<file path="src/rtl/core/brns_pkg.sv">
package brns_pkg;

  localparam int unsigned REQ_W  = 22;
  localparam int unsigned CLK_W  = 26;
  localparam int unsigned IDX_W  = 5;
  localparam int unsigned RATE_W = 18;
  localparam int unsigned DIV_W  = 16;
  localparam int unsigned NUM_W  = 32;
  localparam int unsigned DEN_W  = 22;
  localparam int unsigned CNT_W  = 5;

  localparam logic [NUM_W-1:0] PERMILLE     = 32'd1000;
  localparam logic [CLK_W-1:0] CLK_HZ_RESET = 26'd18432000;

  localparam logic STATUS_OK  = 1'b0;
  localparam logic STATUS_BAD = 1'b1;

  // controller to datapath
  typedef struct packed {
    logic load_req;
    logic err_diff;
    logic err_load;
    logic clk_load;
    logic div_step;
    logic advance;
    logic pick;
    logic emit_ok;
    logic emit_bad;
  } cmd_t;

  // datapath to controller
  typedef struct packed {
    logic req_zero;
    logic err_worse;
    logic last_entry;
  } stat_t;

  function automatic logic [RATE_W-1:0] rate_of(input logic [IDX_W-1:0] idx);
    logic [RATE_W-1:0] r;
    case (idx)
      5'd0:    r = 18'd50;
      5'd1:    r = 18'd75;
      5'd2:    r = 18'd110;
      5'd3:    r = 18'd150;
      5'd4:    r = 18'd300;
      5'd5:    r = 18'd600;
      5'd6:    r = 18'd1200;
      5'd7:    r = 18'd2400;
      5'd8:    r = 18'd4800;
      5'd9:    r = 18'd9600;
      5'd10:   r = 18'd14400;
      5'd11:   r = 18'd19200;
      5'd12:   r = 18'd28800;
      5'd13:   r = 18'd38400;
      5'd14:   r = 18'd57600;
      5'd15:   r = 18'd76800;
      5'd16:   r = 18'd115200;
      5'd17:   r = 18'd153600;
      5'd18:   r = 18'd230400;
      default: r = '0;
    endcase
    return r;
  endfunction

endpackage

</file>
<file path="src/rtl/core/brns_ctrl.sv">
module brns_ctrl
  import brns_pkg::*;
(
  input  logic  clk_i,
  input  logic  rst_ni,
  input  logic  start_i,
  input  stat_t stat_i,
  output cmd_t  cmd_o,
  output logic  busy_o
);

  localparam logic [3:0] S_IDLE     = 4'd0;
  localparam logic [3:0] S_CHECK    = 4'd1;
  localparam logic [3:0] S_ERR_DIFF = 4'd2;
  localparam logic [3:0] S_ERR_LOAD = 4'd3;
  localparam logic [3:0] S_ERR_DIV  = 4'd4;
  localparam logic [3:0] S_ERR_CMP  = 4'd5;
  localparam logic [3:0] S_CLK_LOAD = 4'd6;
  localparam logic [3:0] S_CLK_DIV  = 4'd7;
  localparam logic [3:0] S_EMIT_OK  = 4'd8;
  localparam logic [3:0] S_EMIT_BAD = 4'd9;

  localparam logic [CNT_W-1:0] CNT_LAST = CNT_W'(NUM_W - 1);

  logic [3:0]       state_q, state_d;
  logic [CNT_W-1:0] cnt_q, cnt_d;

  always_comb begin
    state_d = state_q;
    cnt_d   = cnt_q;
    cmd_o   = '0;
    unique case (state_q)
      S_IDLE: begin
        if (start_i) begin
          cmd_o.load_req = 1'b1;
          state_d        = S_CHECK;
        end
      end
      S_CHECK: begin
        state_d = stat_i.req_zero ? S_EMIT_BAD : S_ERR_DIFF;
      end
      S_ERR_DIFF: begin
        cmd_o.err_diff = 1'b1;
        state_d        = S_ERR_LOAD;
      end
      S_ERR_LOAD: begin
        cmd_o.err_load = 1'b1;
        cnt_d          = '0;
        state_d        = S_ERR_DIV;
      end
      S_ERR_DIV: begin
        cmd_o.div_step = 1'b1;
        cnt_d          = cnt_q + 1'b1;
        if (cnt_q == CNT_LAST) begin
          state_d = S_ERR_CMP;
        end
      end
      S_ERR_CMP: begin
        if (stat_i.err_worse || stat_i.last_entry) begin
          cmd_o.pick = 1'b1;
          state_d    = S_CLK_LOAD;
        end else begin
          cmd_o.advance = 1'b1;
          state_d       = S_ERR_DIFF;
        end
      end
      S_CLK_LOAD: begin
        cmd_o.clk_load = 1'b1;
        cnt_d          = '0;
        state_d        = S_CLK_DIV;
      end
      S_CLK_DIV: begin
        cmd_o.div_step = 1'b1;
        cnt_d          = cnt_q + 1'b1;
        if (cnt_q == CNT_LAST) begin
          state_d = S_EMIT_OK;
        end
      end
      S_EMIT_OK: begin
        cmd_o.emit_ok = 1'b1;
        state_d       = S_IDLE;
      end
      S_EMIT_BAD: begin
        cmd_o.emit_bad = 1'b1;
        state_d        = S_IDLE;
      end
      default: begin
        state_d = S_IDLE;
      end
    endcase
  end

  always_ff @(posedge clk_i or negedge rst_ni) begin
    if (!rst_ni) begin
      state_q <= S_IDLE;
      cnt_q   <= '0;
    end else begin
      state_q <= state_d;
      cnt_q   <= cnt_d;
    end
  end

  assign busy_o = (state_q != S_IDLE);

  a_start_leaves_idle: assert property (@(posedge clk_i) disable iff (!rst_ni)
    (start_i && !busy_o) |=> (state_q == S_CHECK))
    else $error("accepted transaction did not leave idle");

  a_div_ends: assert property (@(posedge clk_i) disable iff (!rst_ni)
    (state_q == S_CLK_DIV && cnt_q == CNT_LAST) |=> (state_q == S_EMIT_OK))
    else $error("divisor division did not end in emit");

  a_emit_ok_after_div: assert property (@(posedge clk_i) disable iff (!rst_ni)
    cmd_o.emit_ok |-> $past(state_q == S_CLK_DIV))
    else $error("result emitted without a divisor division");

  a_bad_only_zero: assert property (@(posedge clk_i) disable iff (!rst_ni)
    (state_q == S_CHECK && !stat_i.req_zero) |=> (state_q == S_ERR_DIFF))
    else $error("nonzero request took the bad path");

endmodule

</file>
<file path="src/rtl/core/brns_dpath.sv">
module brns_dpath
  import brns_pkg::*;
#(
  parameter int unsigned NUM_RATES = 19
) (
  input  logic              clk_i,
  input  logic              rst_ni,
  input  cmd_t              cmd_i,
  output stat_t             stat_o,
  input  logic [REQ_W-1:0]  req_i,
  input  logic [CLK_W-1:0]  clk_hz_i,
  output logic              done_o,
  output logic              status_o,
  output logic [IDX_W-1:0]  rate_index_o,
  output logic [RATE_W-1:0] chosen_rate_o,
  output logic [DIV_W-1:0]  divisor_o,
  output logic              divisor_saturated_o
);

  localparam logic [IDX_W-1:0] IDX_LAST = IDX_W'(NUM_RATES - 1);

  logic [REQ_W-1:0]  req_q;
  logic [IDX_W-1:0]  idx_q;
  logic [REQ_W-1:0]  diff_q;
  logic [NUM_W-1:0]  best_q;
  logic [NUM_W-1:0]  quo_q;
  logic [DEN_W-1:0]  rem_q;
  logic [DEN_W-1:0]  den_q;
  logic [RATE_W-1:0] rate_q;
  logic [IDX_W-1:0]  sel_q;

  logic              done_q;
  logic              status_q;
  logic [IDX_W-1:0]  index_out_q;
  logic [RATE_W-1:0] rate_out_q;
  logic [DIV_W-1:0]  div_out_q;
  logic              sat_out_q;

  logic [RATE_W-1:0] rate_cur;
  logic [REQ_W-1:0]  rate_ext;
  logic [REQ_W-1:0]  diff_d;
  logic [NUM_W-1:0]  err_num;
  logic [NUM_W-1:0]  clk_num;
  logic [DEN_W:0]    rem_shift;
  logic              rem_ge;
  logic [DEN_W:0]    rem_sub;
  logic              sat;

  assign rate_cur = rate_of(idx_q);
  assign rate_ext = REQ_W'(rate_cur);
  assign diff_d   = (req_q >= rate_ext) ? (req_q - rate_ext) : (rate_ext - req_q);
  assign err_num  = (NUM_W'(diff_q) * PERMILLE) + NUM_W'(req_q[REQ_W-1:1]);
  assign clk_num  = NUM_W'(clk_hz_i) + NUM_W'({rate_q, 3'b000});

  // restoring divider, one quotient bit per step
  assign rem_shift = {rem_q, quo_q[NUM_W-1]};
  assign rem_ge    = (rem_shift >= {1'b0, den_q});
  assign rem_sub   = rem_shift - {1'b0, den_q};

  assign sat = (quo_q[NUM_W-1:DIV_W] != '0);

  assign stat_o.req_zero   = (req_q == '0);
  assign stat_o.err_worse  = (idx_q != '0) && (quo_q > best_q);
  assign stat_o.last_entry = (idx_q == IDX_LAST);

  always_ff @(posedge clk_i) begin
    if (cmd_i.load_req) begin
      req_q <= req_i;
      idx_q <= '0;
    end
    if (cmd_i.err_diff) begin
      diff_q <= diff_d;
    end
    if (cmd_i.err_load) begin
      quo_q <= err_num;
      rem_q <= '0;
      den_q <= req_q;
    end
    if (cmd_i.clk_load) begin
      quo_q <= clk_num;
      rem_q <= '0;
      den_q <= {rate_q, 4'b0000};
    end
    if (cmd_i.div_step) begin
      quo_q <= {quo_q[NUM_W-2:0], rem_ge};
      rem_q <= rem_ge ? rem_sub[DEN_W-1:0] : rem_shift[DEN_W-1:0];
    end
    if (cmd_i.advance) begin
      best_q <= quo_q;
      idx_q  <= idx_q + 1'b1;
    end
    if (cmd_i.pick) begin
      if (stat_o.err_worse) begin
        rate_q <= rate_of(idx_q - 1'b1);
        sel_q  <= idx_q;
      end else begin
        rate_q <= rate_cur;
        sel_q  <= idx_q + 1'b1;
      end
    end
    if (cmd_i.emit_ok) begin
      status_q    <= STATUS_OK;
      index_out_q <= sel_q;
      rate_out_q  <= rate_q;
      div_out_q   <= sat ? '1 : quo_q[DIV_W-1:0];
      sat_out_q   <= sat;
    end
    if (cmd_i.emit_bad) begin
      status_q    <= STATUS_BAD;
      index_out_q <= '0;
      rate_out_q  <= '0;
      div_out_q   <= '0;
      sat_out_q   <= 1'b0;
    end
  end

  always_ff @(posedge clk_i or negedge rst_ni) begin
    if (!rst_ni) begin
      done_q <= 1'b0;
    end else begin
      done_q <= cmd_i.emit_ok | cmd_i.emit_bad;
    end
  end

  assign done_o              = done_q;
  assign status_o            = status_q;
  assign rate_index_o        = index_out_q;
  assign chosen_rate_o       = rate_out_q;
  assign divisor_o           = div_out_q;
  assign divisor_saturated_o = sat_out_q;

  a_bad_zero_fields: assert property (@(posedge clk_i) disable iff (!rst_ni)
    (done_q && status_q == STATUS_BAD) |-> (index_out_q == '0 && rate_out_q == '0))
    else $error("bad transaction carries a rate");

  a_ok_index_range: assert property (@(posedge clk_i) disable iff (!rst_ni)
    (done_q && status_q == STATUS_OK) |-> (index_out_q != '0 && index_out_q <= IDX_LAST + 1'b1))
    else $error("chosen index out of table range");

  a_sat_flag: assert property (@(posedge clk_i) disable iff (!rst_ni)
    (done_q && sat_out_q) |-> (div_out_q == '1))
    else $error("saturated divisor not at full scale");

endmodule

</file>
<file path="src/rtl/core/baud_rate_nearest_select.sv">
// channel     | ports                                        | handshake
// ------------+----------------------------------------------+-----------------------------
// request     | requested_rate_i                             | start & !busy
// result      | status_o rate_index_o chosen_rate_o          | done_o, one cycle, no stall
//             | divisor_o divisor_saturated_o                |
// config      | psel penable pwrite paddr pwdata prdata      | psel & penable & pwrite
//
// check; per entry visited: diff, load, divide, compare; then load, divide divisor, emit
// the error and divisor divisions share one restoring divider at one quotient bit a cycle
// a zero request skips both divisions and goes from the check state to the bad emit
// reset is asynchronous active low and loads the clock register with 18432000
// done_o rises the cycle busy drops; results cannot be held off
module baud_rate_nearest_select
  import brns_pkg::*;
#(
  parameter int unsigned NUM_RATES = 19
) (
  input  logic              clk_i,
  input  logic              rst_ni,
  input  logic              start,
  output logic              busy,
  input  logic [REQ_W-1:0]  requested_rate_i,
  output logic              done_o,
  output logic              status_o,
  output logic [IDX_W-1:0]  rate_index_o,
  output logic [RATE_W-1:0] chosen_rate_o,
  output logic [DIV_W-1:0]  divisor_o,
  output logic              divisor_saturated_o,
  input  logic              psel,
  input  logic              penable,
  input  logic              pwrite,
  input  logic [2:0]        paddr,
  input  logic [31:0]       pwdata,
  output logic [31:0]       prdata,
  output logic              pready
);

  localparam logic REG_CLK_HZ = 1'b0;

  cmd_t             cmd;
  stat_t            stat;
  logic [CLK_W-1:0] clk_hz_q;
  logic             cfg_wr;

  assign pready = 1'b1;
  assign cfg_wr = psel && penable && pwrite && pready;

  always_ff @(posedge clk_i or negedge rst_ni) begin
    if (!rst_ni) begin
      clk_hz_q <= CLK_HZ_RESET;
    end else if (cfg_wr && paddr[2] == REG_CLK_HZ) begin
      clk_hz_q <= pwdata[CLK_W-1:0];
    end
  end

  assign prdata = (paddr[2] == REG_CLK_HZ) ? 32'(clk_hz_q) : '0;

  brns_ctrl u_ctrl (
    .clk_i  (clk_i),
    .rst_ni (rst_ni),
    .start_i(start && !busy),
    .stat_i (stat),
    .cmd_o  (cmd),
    .busy_o (busy)
  );

  brns_dpath #(
    .NUM_RATES(NUM_RATES)
  ) u_dpath (
    .clk_i              (clk_i),
    .rst_ni             (rst_ni),
    .cmd_i              (cmd),
    .stat_o             (stat),
    .req_i              (requested_rate_i),
    .clk_hz_i           (clk_hz_q),
    .done_o             (done_o),
    .status_o           (status_o),
    .rate_index_o       (rate_index_o),
    .chosen_rate_o      (chosen_rate_o),
    .divisor_o          (divisor_o),
    .divisor_saturated_o(divisor_saturated_o)
  );

endmodule
</file>
<file path="config.mk">
export PLATFORM = sky130hd
export DESIGN_NAME = baud_rate_nearest_select
export DESIGN_NICKNAME = d
export VERILOG_FILES = /design/src/rtl/core/brns_pkg.sv /design/src/rtl/core/brns_ctrl.sv /design/src/rtl/core/brns_dpath.sv /design/src/rtl/core/baud_rate_nearest_select.sv
export SDC_FILE = /design/constraint.sdc
export NUM_CORES = 1
export LEC_CHECK = 0
export BUFFER_PORTS_ARGS = -buffer_cell sky130_fd_sc_hd__buf_2
export CAP_MARGIN = 5
export CORE_ASPECT_RATIO = 0.7
export CORE_MARGIN = 5
export CORE_UTILIZATION = 30
export CTS_BUF_LIST = sky130_fd_sc_hd__clkbuf_8
export CTS_CLUSTER_DIAMETER = 120
export CTS_CLUSTER_SIZE = 40
export DETAILED_ROUTE_END_ITERATION = 10
export GPL_TIMING_DRIVEN = 0
export PLACE_DENSITY_LB_ADDON = 0.05
export SLEW_MARGIN = 20
export SYNTH_ARGS = -nofsm -noshare
export SYNTH_HDL_FRONTEND = slang
export SYNTH_HIERARCHICAL = 1
export SYNTH_SLANG_ARGS = --single-unit
</file>
<file path="constraint.sdc">
create_clock -name clk_i -period 7.5 [get_ports clk_i]
set_clock_uncertainty 0.15 [all_clocks]
set_input_delay 2.25 -clock clk_i [delete_from_list [all_inputs] [get_ports clk_i]]
set_output_delay 2.25 -clock clk_i [all_outputs]
set_load 0.005 [all_outputs]
</file>
# Word level (Yosys, flattened, before mapping)
# Memories as Yosys holds them, arrays and structs flattened. A register that Yosys moved wholly into a read port is not among the register bits.
# Cells that the tools add are included.
[word_totals]
regBits = 257
rom_bits = 1152
output_inout_bits = 76
wordCells = 103
memories = 2
[mem_list]
columns = ["memory", "depth", "width", "rd", "rd_ports_with_merged_regs", "wr", "line", "text"]
rows = [
  ["(no name shown)", 32, 18, 1, 0, 0, "brns_pkg.sv:40", "case (idx)"],
  ["(no name shown)", 32, 18, 1, 1, 0, "brns_pkg.sv:40", ""],
]
[classes]
addsub = 8
mul = 1
magnitude_cmp = 3
eq_ne = 14
mux = 35
n_bitwise = 2
n_reduce_logical = 19
[op_table]
columns = ["op", "n"]
rows = [
  ["2-to-1 mux 22 bit", 7],
  ["2-to-1 mux 32 bit", 3],
  ["adder 32 x 21 -> 32 bit", 1],
  ["> comparator 32 bit", 1],
  ["one-hot mux 4 bit (8 select lines)", 1],
  ["multiplier 22 x 7 -> 29 bit, second input constant", 1],
  ["adder 26 x 21 -> 27 bit", 1],
  ["2-to-1 mux 26 bit", 1],
  ["greater-or-equal comparator 23 x 22 -> 1 bit", 1],
  ["greater-or-equal comparator 22 x 18 -> 1 bit", 1],
  ["logical NOT 22 bit", 1],
  ["subtractor 18 x 22 -> 22 bit", 1],
  ["subtractor 22 x 18 -> 22 bit", 1],
  ["subtractor 22 bit", 1],
  ["2-to-1 mux 5 bit", 4],
  ["2-to-1 mux 18 bit", 1],
  ["equality test 4 x 3 -> 1 bit, second input constant", 4],
  ["2-to-1 mux 16 bit", 1],
  ["2-to-1 mux 4 bit", 4],
  ["nonzero test 16 bit", 1],
  ["adder 5 x 1 -> 5 bit, second input constant", 2],
  ["equality test 5 bit, second input constant", 2],
  ["2-to-1 mux 1 bit", 10],
  ["one-hot mux 5 bit (2 select lines)", 1],
  ["19 further kinds", 30],
]

# Longest topological paths before layout
# Gate-level depths: netlist of run 1.
[depth]
word_depth = 8
ltp_mapped = 22
depth_no_buf = 22

# Cells and area by module
# The synthesis of run 1 kept the hierarchy.
[modules_own_cells]
columns = ["mod", "n_inst", "cells_per_inst", "area_per_inst_um2", "seq_area_each_um2"]
rows = [
  ["brns_dpath", 1, 2070, 19479.9, 6571.3],
  ["baud_rate_nearest_select", 1, 93, 1312.5, 656.9],
  ["brns_ctrl", 1, 84, 666.9, 225.2],
]

# Worst setup path after synthesis of run 1
# Ideal clock, no wire load.
[synth_timing]
path_type = "register -> register"
startpoint = "reg u_dpath.quo_q[17]"
endpoint = "reg u_dpath/rate_cur[8] (netlist name)"
setup_time_ps = 65
arrival_time_ps = 7727
slack_ps = -442
stages_incl_launch_ff = 18
n_path_buf = 2
cell_sequence = "edfxtp_1 ha_1 a21o_1 a21o_1 a21o_1 a21o_1 a211o_1 a32oi_1 o21ai_1 clkbuf_1 nor4_1 nor2_1 a21oi_1 ha_1 clkbuf_1 o21ai_0 a22oi_1 nor2_1"
[synth_rtl]
columns = ["element", "line", "text"]
rows = [
  ["start, declared", "brns_dpath.sv:26", "logic [NUM_W-1:0] quo_q;"],
  ["start signal, assigned", "brns_dpath.sv:75", "quo_q <= err_num;"],
  ["start signal, assigned", "brns_dpath.sv:80", "quo_q <= clk_num;"],
  ["start signal, assigned", "brns_dpath.sv:85", "quo_q <= {quo_q[NUM_W-2:0], rem_ge};"],
]

# Final worst setup path of run 1
[layout_timing]
startpoint = "reg u_dpath.diff_q[6]"
endpoint = "reg u_dpath.quo_q[27], data pin"
[layout_between]
elab_chain_len = 5
[layout_lines]
columns = ["element", "line", "text"]
rows = [
  ["start, declared", "brns_dpath.sv:24", "logic [REQ_W-1:0] diff_q;"],
  ["start signal, assigned", "brns_dpath.sv:72", "diff_q <= diff_d;"],
  ["multiplier 22 x 7 -> 29 bit", "brns_dpath.sv:52", "assign err_num = (NUM_W'(diff_q) * PERMILLE) + NUM_W'(req_q[REQ_W-1:1]);"],
  ["adder 32 x 21 -> 32 bit", "brns_dpath.sv:52", ""],
  ["2-to-1 mux 32 bit", "brns_dpath.sv:74", "if (cmd_i.err_load) begin"],
  ["2-to-1 mux 32 bit", "brns_dpath.sv:79", "if (cmd_i.clk_load) begin"],
  ["2-to-1 mux 32 bit", "brns_dpath.sv:84", "if (cmd_i.div_step) begin"],
]
# No other way between the ends. The select of a mux whose other input is x is not followed.
# A chain may end at the register's enable or synchronous reset.

==> results of run 1 <==
timing repair:
action,4_1_cts,5_1_grt
setup endpoints to repair,0,1
gates resized for setup,0,2
hold endpoints to repair,0,0
power breakdown:
group / switching, uW / total (uW) / internal (uW)
logic: 170 / 338 / 168
registers: 44.8 / 1680 / 1640
clock network: 586 / 790 / 204
total: 801 / 2810 / 2010
cell usage after synthesis (8+ instances only):
cell / number / area [sq um]
nor3_1: 46 / 230
nor2b_1: 48 / 300
edfxtp_1: 176 / 5290
buf_2: 11 / 55.1
o21bai_1: 19 / 143
o21a_1: 17 / 128
clkbuf_1: 59 / 221
a311oi_1: 10 / 87.6
nor2_1: 168 / 631
xnor2_1: 61 / 534
mux2_2: 11 / 124
a211oi_1: 44 / 330
nand3_1: 48 / 240
ha_1: 204 / 2550
a21o_1: 58 / 435
mux2i_1: 42 / 420
fa_1: 83 / 1660
nor4_1: 16 / 100
o211ai_1: 10 / 75.1
or3_1: 17 / 106
o21ai_0: 107 / 536
buf_4: 10 / 75.1
a22oi_1: 14 / 105
a21oi_1: 137 / 686
and3_1: 18 / 113
or2_2: 8 / 50.1
inv_1: 256 / 961
nand2_1: 144 / 541
and2_1: 13 / 81.3
dfxtp_1: 63 / 1260
mux2_4: 20 / 300
nand4_1: 25 / 156
nand2b_1: 30 / 188
a22o_1: 16 / 140
a31oi_1: 12 / 75.1
dfrtp_1: 31 / 776
o21ai_1: 13 / 65.1
o31ai_1: 10 / 75.1
xor2_1: 40 / 350
cell type report:
cell class,count,area [sq um]
timing repair buffer,133,711
sequential,275,7450
fill,7511,47400
clock buffer,13,179
multi-input combinational,1633,12700
inverter,256,961
tap,966,1210
clock inverter,8,136
buffer,88,418
worst register-to-register path, delay by kind of cell, from the launching register on:
family | cells | cell delay [ns]
adder cells (fa/ha/maj) | 6 | 2.75
AND/OR/NAND/NOR | 5 | 1.32
buffers and inverters | 2 | 0.30
XOR/XNOR | 2 | 0.33
flip-flops | 1 | 0.51
AO/OA/AOI/OAI | 5 | 1.44
logic make-up after synthesis:
group / share of synthesized area [%]
AND/OR/NAND/NOR: 13.9
multiplexers: 4.04
flip-flops: 34.7
buffers and inverters: 6.43
adder cells (fa/ha/maj): 19.6
XOR/XNOR: 4.12
AO/OA/AOI/OAI: 17.1
other: 0.0350
registers in the layout, summed over array words and instances (netlist names), 4 cells and up:
| name | count |
|---|---|
| u_dpath/rate_index_o | 5 |
| u_ctrl/state_q | 4 |
| u_dpath/rate_q | 18 |
| u_dpath/quo_q | 32 |
| u_ctrl/cnt_q | 5 |
| u_dpath/den_q | 22 |
| u_dpath/divisor_o | 16 |
| u_dpath/rem_q | 22 |
| u_dpath/sel_q | 5 |
| u_dpath/chosen_rate_o | 18 |
| u_dpath/diff_q | 22 |
| clk_hz_q | 26 |
| u_dpath/req_q | 22 |
| u_dpath/best_q | 32 |
| u_dpath/rate_cur | 18 |
| u_dpath/idx_q | 5 |
cells in the final DEF (no fill, tap or decap), types with 8 or more instances in the layout:
cell type,count
inv_1,257
ha_1,204
edfxtp_1,176
nor2_1,168
nand2_1,144
a21oi_1,136
buf_2,134
o21ai_0,107
fa_1,83
dfxtp_1,63
xnor2_1,61
clkbuf_1,59
a21o_1,58
nor2b_1,48
nand3_1,48
nor3_1,44
a211oi_1,43
mux2i_1,42
xor2_1,40
dfrtp_1,31
nand2b_1,30
nand4_1,25
mux2_4,20
o21bai_1,19
buf_4,17
and3_1,17
o21a_1,17
a22o_1,16
or3_1,16
clkbuf_8,14
a22oi_1,14
nor4_1,14
o21ai_1,13
and2_1,13
a31oi_1,12
mux2_2,11
o31ai_1,10
o211ai_1,10
a311oi_1,10
or2_2,8
layer usage:
layer  track usage (%)  vias up  routed length, um
met5                 0        -                  0
met4              2.80        0               1130
met3              1.72       48               2600
met2              26.9      347              29700
met1              30.4     8368              39500
li1                  -     8250                  -
final timing paths:
check	slack [ns]	start	cells after the start	end
setup / recovery	0.52	u_dpath/diff_q[6]$_DFFE_PP_	20	u_dpath/quo_q[27]$_DFFE_PP_
hold / removal	0.34	u_dpath/status_o$_SDFFE_PP1P_	1	u_dpath/status_o$_SDFFE_PP1P_
setup reg to reg	0.52	u_dpath/diff_q[6]$_DFFE_PP_	20	u_dpath/quo_q[27]$_DFFE_PP_
hold reg to reg	0.34	u_dpath/status_o$_SDFFE_PP1P_	1	u_dpath/status_o$_SDFFE_PP1P_
max in group asynchronous	5.08	rst_ni	1	clk_hz_q[10]$_DFFE_PN0P_
min in group asynchronous	1.53	rst_ni	1	clk_hz_q[8]$_DFFE_PN0P_
per-stage QoR:
step                TNS [ns]  area [sq um]  std cells  hold WS, ns
floorplan                  0         21500       2252        0.300
global placement      -60.56         23300       3341        0.292
detailed placement         0         23400       3351        0.294
CTS                        0         23800       3372        0.345
global route               0         23800       3372        0.367
finish                     0         23800       3372        0.341
==> out/metrics.cfg, run 1 <==
[status]
status=finished clean

[placed_design]
gp_congestion=0.879
detailedPlace.worstSlack_ns=0.377
dpl.hpwl_um=59700
port_buffers=123

[setup_path]
path_common_cell=fa_1
slowest_stage=fa_1
path_max_fanout=7
cp-start-kind=register
cp_cell_sequence=inv_1 -> fa_1 -> fa_1 -> fa_1 -> fa_1 -> inv_1 -> ha_1 -> a21o_1 -> nor3_1 -> a21o_1 -> xnor2_1 -> ha_1 -> and3_1 -> and2_1 -> nand3_1 -> a211oi_1 -> o21a_1 -> nor4b_1 -> xor2_1 -> o21ai_0
cp_data_required_time_ns=7.77
end_kind=register
slowest_delay_ns=0.52
path_delay_family=adder cells
path_buf_inv=2
crit_type=register to register
arrival_ns=7.25

[logic_synthesis]
synth_seq_cells=275
avgSynthCellArea_sq_um=9.55
async_reset_ff_share_pct=13.1
syn_inst=2247
yosysSeqAreaShare_pct=34.7
syn_area_sq_um=21500
synthFlopType=edfxtp_1
yosysUniqueCellTypes=93
synth_edf_count=176
ys.warnings.count=6

[sta]
max_clock_freq_mhz=143
drv_slew=0
finalSetupViolCount=0
slew_headroom_pct=19.6
fin_crit_ns=6.98
rsz0062_at_grt=no
fin_ws_ns=0.522
period_share_pct=93.0
finalHoldViolCount=0
tightestPinTransition_ns=1.20

[die]
die-area_sq_um=77100
fp.dieW_um=330
coreArea_sq_um=71200
die_h_um=234
pin_count=139
core.rowCount=82
start_util_pct=30.1

[global_route]
grt_pass1_wl_um=110000
grt_antenna_before_repair=4
gr-usage-all-layers_pct=18.6
grt_pass1_vias=16700
grt_overflow=0
grt_max_degree=42

[pwr]
power_density_nw_per_um2=118
p_leak_uw=0.0103
irDropWorstVdd_uv=126
power_uw=2810

[finish]
areaGrowthSynthToFinish_pct=10.7
layout-drive-gt1-share_pct=10.6
num-nets-final=2750
diodes=0
fin_util_pct=33.4

[detailed_routing]
vias=17000
drc=0
wl_per_cell_um=21.6
viasPerCell=5.05
ant_nets=0
drtIter0Drc=1125
drt_wl_total_um=72900
dr.pass1.iters=5

[clock_tree]
clk_pin_slew_ns=0.24
cts_tree=done
clk_latency_ns=0.66
cts_hold_buf=0
cts_max_path_buffers=3
clock-root-buffer=clkbuf_8
cts_sinks=275
htreeDepth=1
numCtsBuffers=13
cts_setup_buffers=0

[worst_hold_path]
hold_path_class=register to register

[job]
cap_viol_max_count=0

Note: power is estimated with default switching activity, not from simulation.
==> run 2, diff against run 1 <==
--- a/config.mk
+++ b/config.mk
@@ -8,14 +8,13 @@
 export BUFFER_PORTS_ARGS = -buffer_cell sky130_fd_sc_hd__buf_2
 export CAP_MARGIN = 5
 export CORE_ASPECT_RATIO = 0.7
-export CORE_MARGIN = 5
 export CORE_UTILIZATION = 30
 export CTS_BUF_LIST = sky130_fd_sc_hd__clkbuf_8
 export CTS_CLUSTER_DIAMETER = 120
 export CTS_CLUSTER_SIZE = 40
 export DETAILED_ROUTE_END_ITERATION = 10
-export GPL_TIMING_DRIVEN = 0
 export PLACE_DENSITY_LB_ADDON = 0.05
+export SKIP_LAST_GASP = 1
 export SLEW_MARGIN = 20
 export SYNTH_ARGS = -nofsm -noshare
 export SYNTH_HDL_FRONTEND = slang
==> out/metrics.cfg, run 2 (same netlist as run 1, synthesis figures left out) <==
[setup_path]
cp-start-kind=register
crit_type=register to register
end_kind=register
cp_data_required_time_ns=7.77  ; about the same
path_max_fanout=7  ; unchanged
arrival_ns=7.19  ; -0.06 ns

[detailed_routing]
drc=0  ; unchanged
drtIter0Drc=1187  ; +5.5%
drt_wl_total_um=68800  ; -5.7%
wl_per_cell_um=20.9  ; -3.2%
vias=16700  ; -2.0%
dr.pass1.iters=6  ; +1
viasPerCell=5.07  ; +0.54%
ant_nets=0  ; unchanged

[finish]
multi_input_area_sq_um=12700  ; +0.28%
areaGrowthSynthToFinish_pct=9.32
num-nets-final=2675  ; -2.7%
fin_util_pct=33.4  ; about the same
top_regs=u_dpath/best_q: 32 flops, u_dpath/quo_q: 32 flops, clk_hz_q: 26 flops
fillers=7391  ; -1.6%
final_cell_mix=256 x inv_1, 204 x ha_1, 176 x edfxtp_1
layout-drive-gt1-share_pct=10.5  ; -0.046 points
regArea_sq_um=7450  ; unchanged
final_common_cell=inv_1

[die]
coreArea_sq_um=70300  ; -1.2%
pin_count=139  ; unchanged
fp.dieW_um=322  ; -2.4%
start_util_pct=30.5  ; +0.37 points
core.rowCount=81  ; -1.2%
die-area_sq_um=72600  ; -5.8%
die_h_um=226  ; -3.4%

[global_route]
grt_pass1_wl_um=103000  ; -6.1%
grt_antenna_before_repair=3  ; -1
grt_max_degree=55  ; +31%
grt_pass1_vias=16000  ; -4.1%
grt_overflow=0  ; unchanged
gr-usage-all-layers_pct=18.7  ; +0.067 points

[sta]
fin_setup_tns_ns=0  ; unchanged
drv_slew=0  ; unchanged
fin_crit_ns=6.92  ; -0.0630 ns
finalSetupViolCount=0  ; unchanged
finalHoldViolCount=0  ; unchanged
max_clock_freq_mhz=145  ; +0.91%
rsz0062_at_grt=no
slew_headroom_pct=33.4  ; +14 points
period_share_pct=92.2  ; -0.84 points
tightestPinTransition_ns=0.991  ; -0.205 ns

[status]
status=finished clean

[clock_tree]
cts_tree=done
cts_setup_buffers=0  ; unchanged
cts_sinks=275  ; unchanged
cts_max_path_buffers=3  ; unchanged
cts_resized=0  ; unchanged
clk_latency_ns=0.65  ; about the same
clock-root-buffer=clkbuf_8
htreeDepth=1  ; unchanged
cts_hold_buf=0  ; unchanged
numCtsBuffers=13  ; unchanged
clk_pin_slew_ns=0.26  ; +0.02 ns

[worst_hold_path]
hold_path_class=register to register

[pwr]
p_leak_uw=0.0102  ; -1.2%
power_density_nw_per_um2=120  ; +1.5%
irDropWorstVdd_uv=106  ; -15%

[placed_design]
dpl.hpwl_um=54800  ; -8.2%
gp_congestion=0.837  ; -4.8%
port_buffers=123  ; unchanged

[job]
cap_viol_max_count=0  ; unchanged

## run 2: changes by cell type in the layout (fill, tap and decap cells not counted), sizes merged
cell	delta
buf	-14
clkinv	+1
clkinvlp	-1
clkbuf	-61
diode	+1
## run 2: power by group
group | internal, uW | leakage (uW) | total [uW] | switching (uW)
Combinational | 166 | 0.00740 | 336 | 170
Clock | 206 | 0.000159 | 804 | 598
Sequential | 1640 | 0.00261 | 1680 | 39.6
## run 2: critical path, cell delays in order (launching register included)
cell and delay [ns]:
edfxtp_1 0.53, inv_1 0.15, fa_1 0.58, fa_1 0.44, fa_1 0.49, fa_1 0.52
inv_1 0.04, ha_1 0.35, o21a_1 0.23, and4_1 0.22, a211oi_1 0.60, nor3_1 0.19
nor2_1 0.16, xnor2_1 0.10, ha_1 0.35, and2_1 0.19, nand3_1 0.10, a211oi_1 0.28
o21a_1 0.39, nand2_1 0.13, o211a_1 0.23, a211o_1 0.27
## run 2: layout make-up
type	count	area share [%]
Tap cell	954	5.09
Multi-Input combinational cell	1633	54.3
Clock inverter	8	0.608
Sequential cell	275	31.8
Inverter	256	4.10
Timing Repair Buffer	146	3.41
Clock buffer	13	0.763
Antenna cell	1	0.0107
## run 2: worst paths after layout
path,endpoint,slack (ns),start,depth (start not counted)
max in group asynchronous,clk_hz_q[2]$_DFFE_PN0P_,5.10,rst_ni,1
setup reg to reg,u_dpath/quo_q[29]$_DFFE_PP_,0.58,u_dpath/diff_q[1]$_DFFE_PP_,21
hold / removal,u_dpath/status_o$_SDFFE_PP1P_,0.35,u_dpath/status_o$_SDFFE_PP1P_,1
setup / recovery,u_dpath/quo_q[29]$_DFFE_PP_,0.58,u_dpath/diff_q[1]$_DFFE_PP_,21
min in group asynchronous,u_ctrl/state_q[3]$_DFFE_PN0P_,1.52,rst_ni,1
hold reg to reg,u_dpath/status_o$_SDFFE_PP1P_,0.35,u_dpath/status_o$_SDFFE_PP1P_,1
## run 2: through the flow
step / hold slack, ns / setup slack (ns) / total power [uW] / std cells / instance area [sq um]
2_1_floorplan: 0.300 / 1.26 / 1940 / 2252 / 21500
3_3_place_gp: 0.298 / 0.680 / 2050 / 3263 / 23100
3_5_place_dp: 0.310 / 0.677 / 2050 / 3263 / 23100
4_1_cts: 0.355 / 0.595 / 2870 / 3284 / 23400
5_1_grt: 0.372 / 0.128 / 2950 / 3285 / 23500
6_report: 0.349 / 0.585 / 2820 / 3286 / 23500
## run 2: routing by layer
layer | up-vias | routed length, um | GRT usage, %
met5 | - | 0 | 0
met4 | 0 | 1010 | 2.96
met3 | 45 | 2150 | 1.50
met2 | 283 | 27900 | 26.7
met1 | 8224 | 37700 | 30.3
li1 | 8117 | - | -
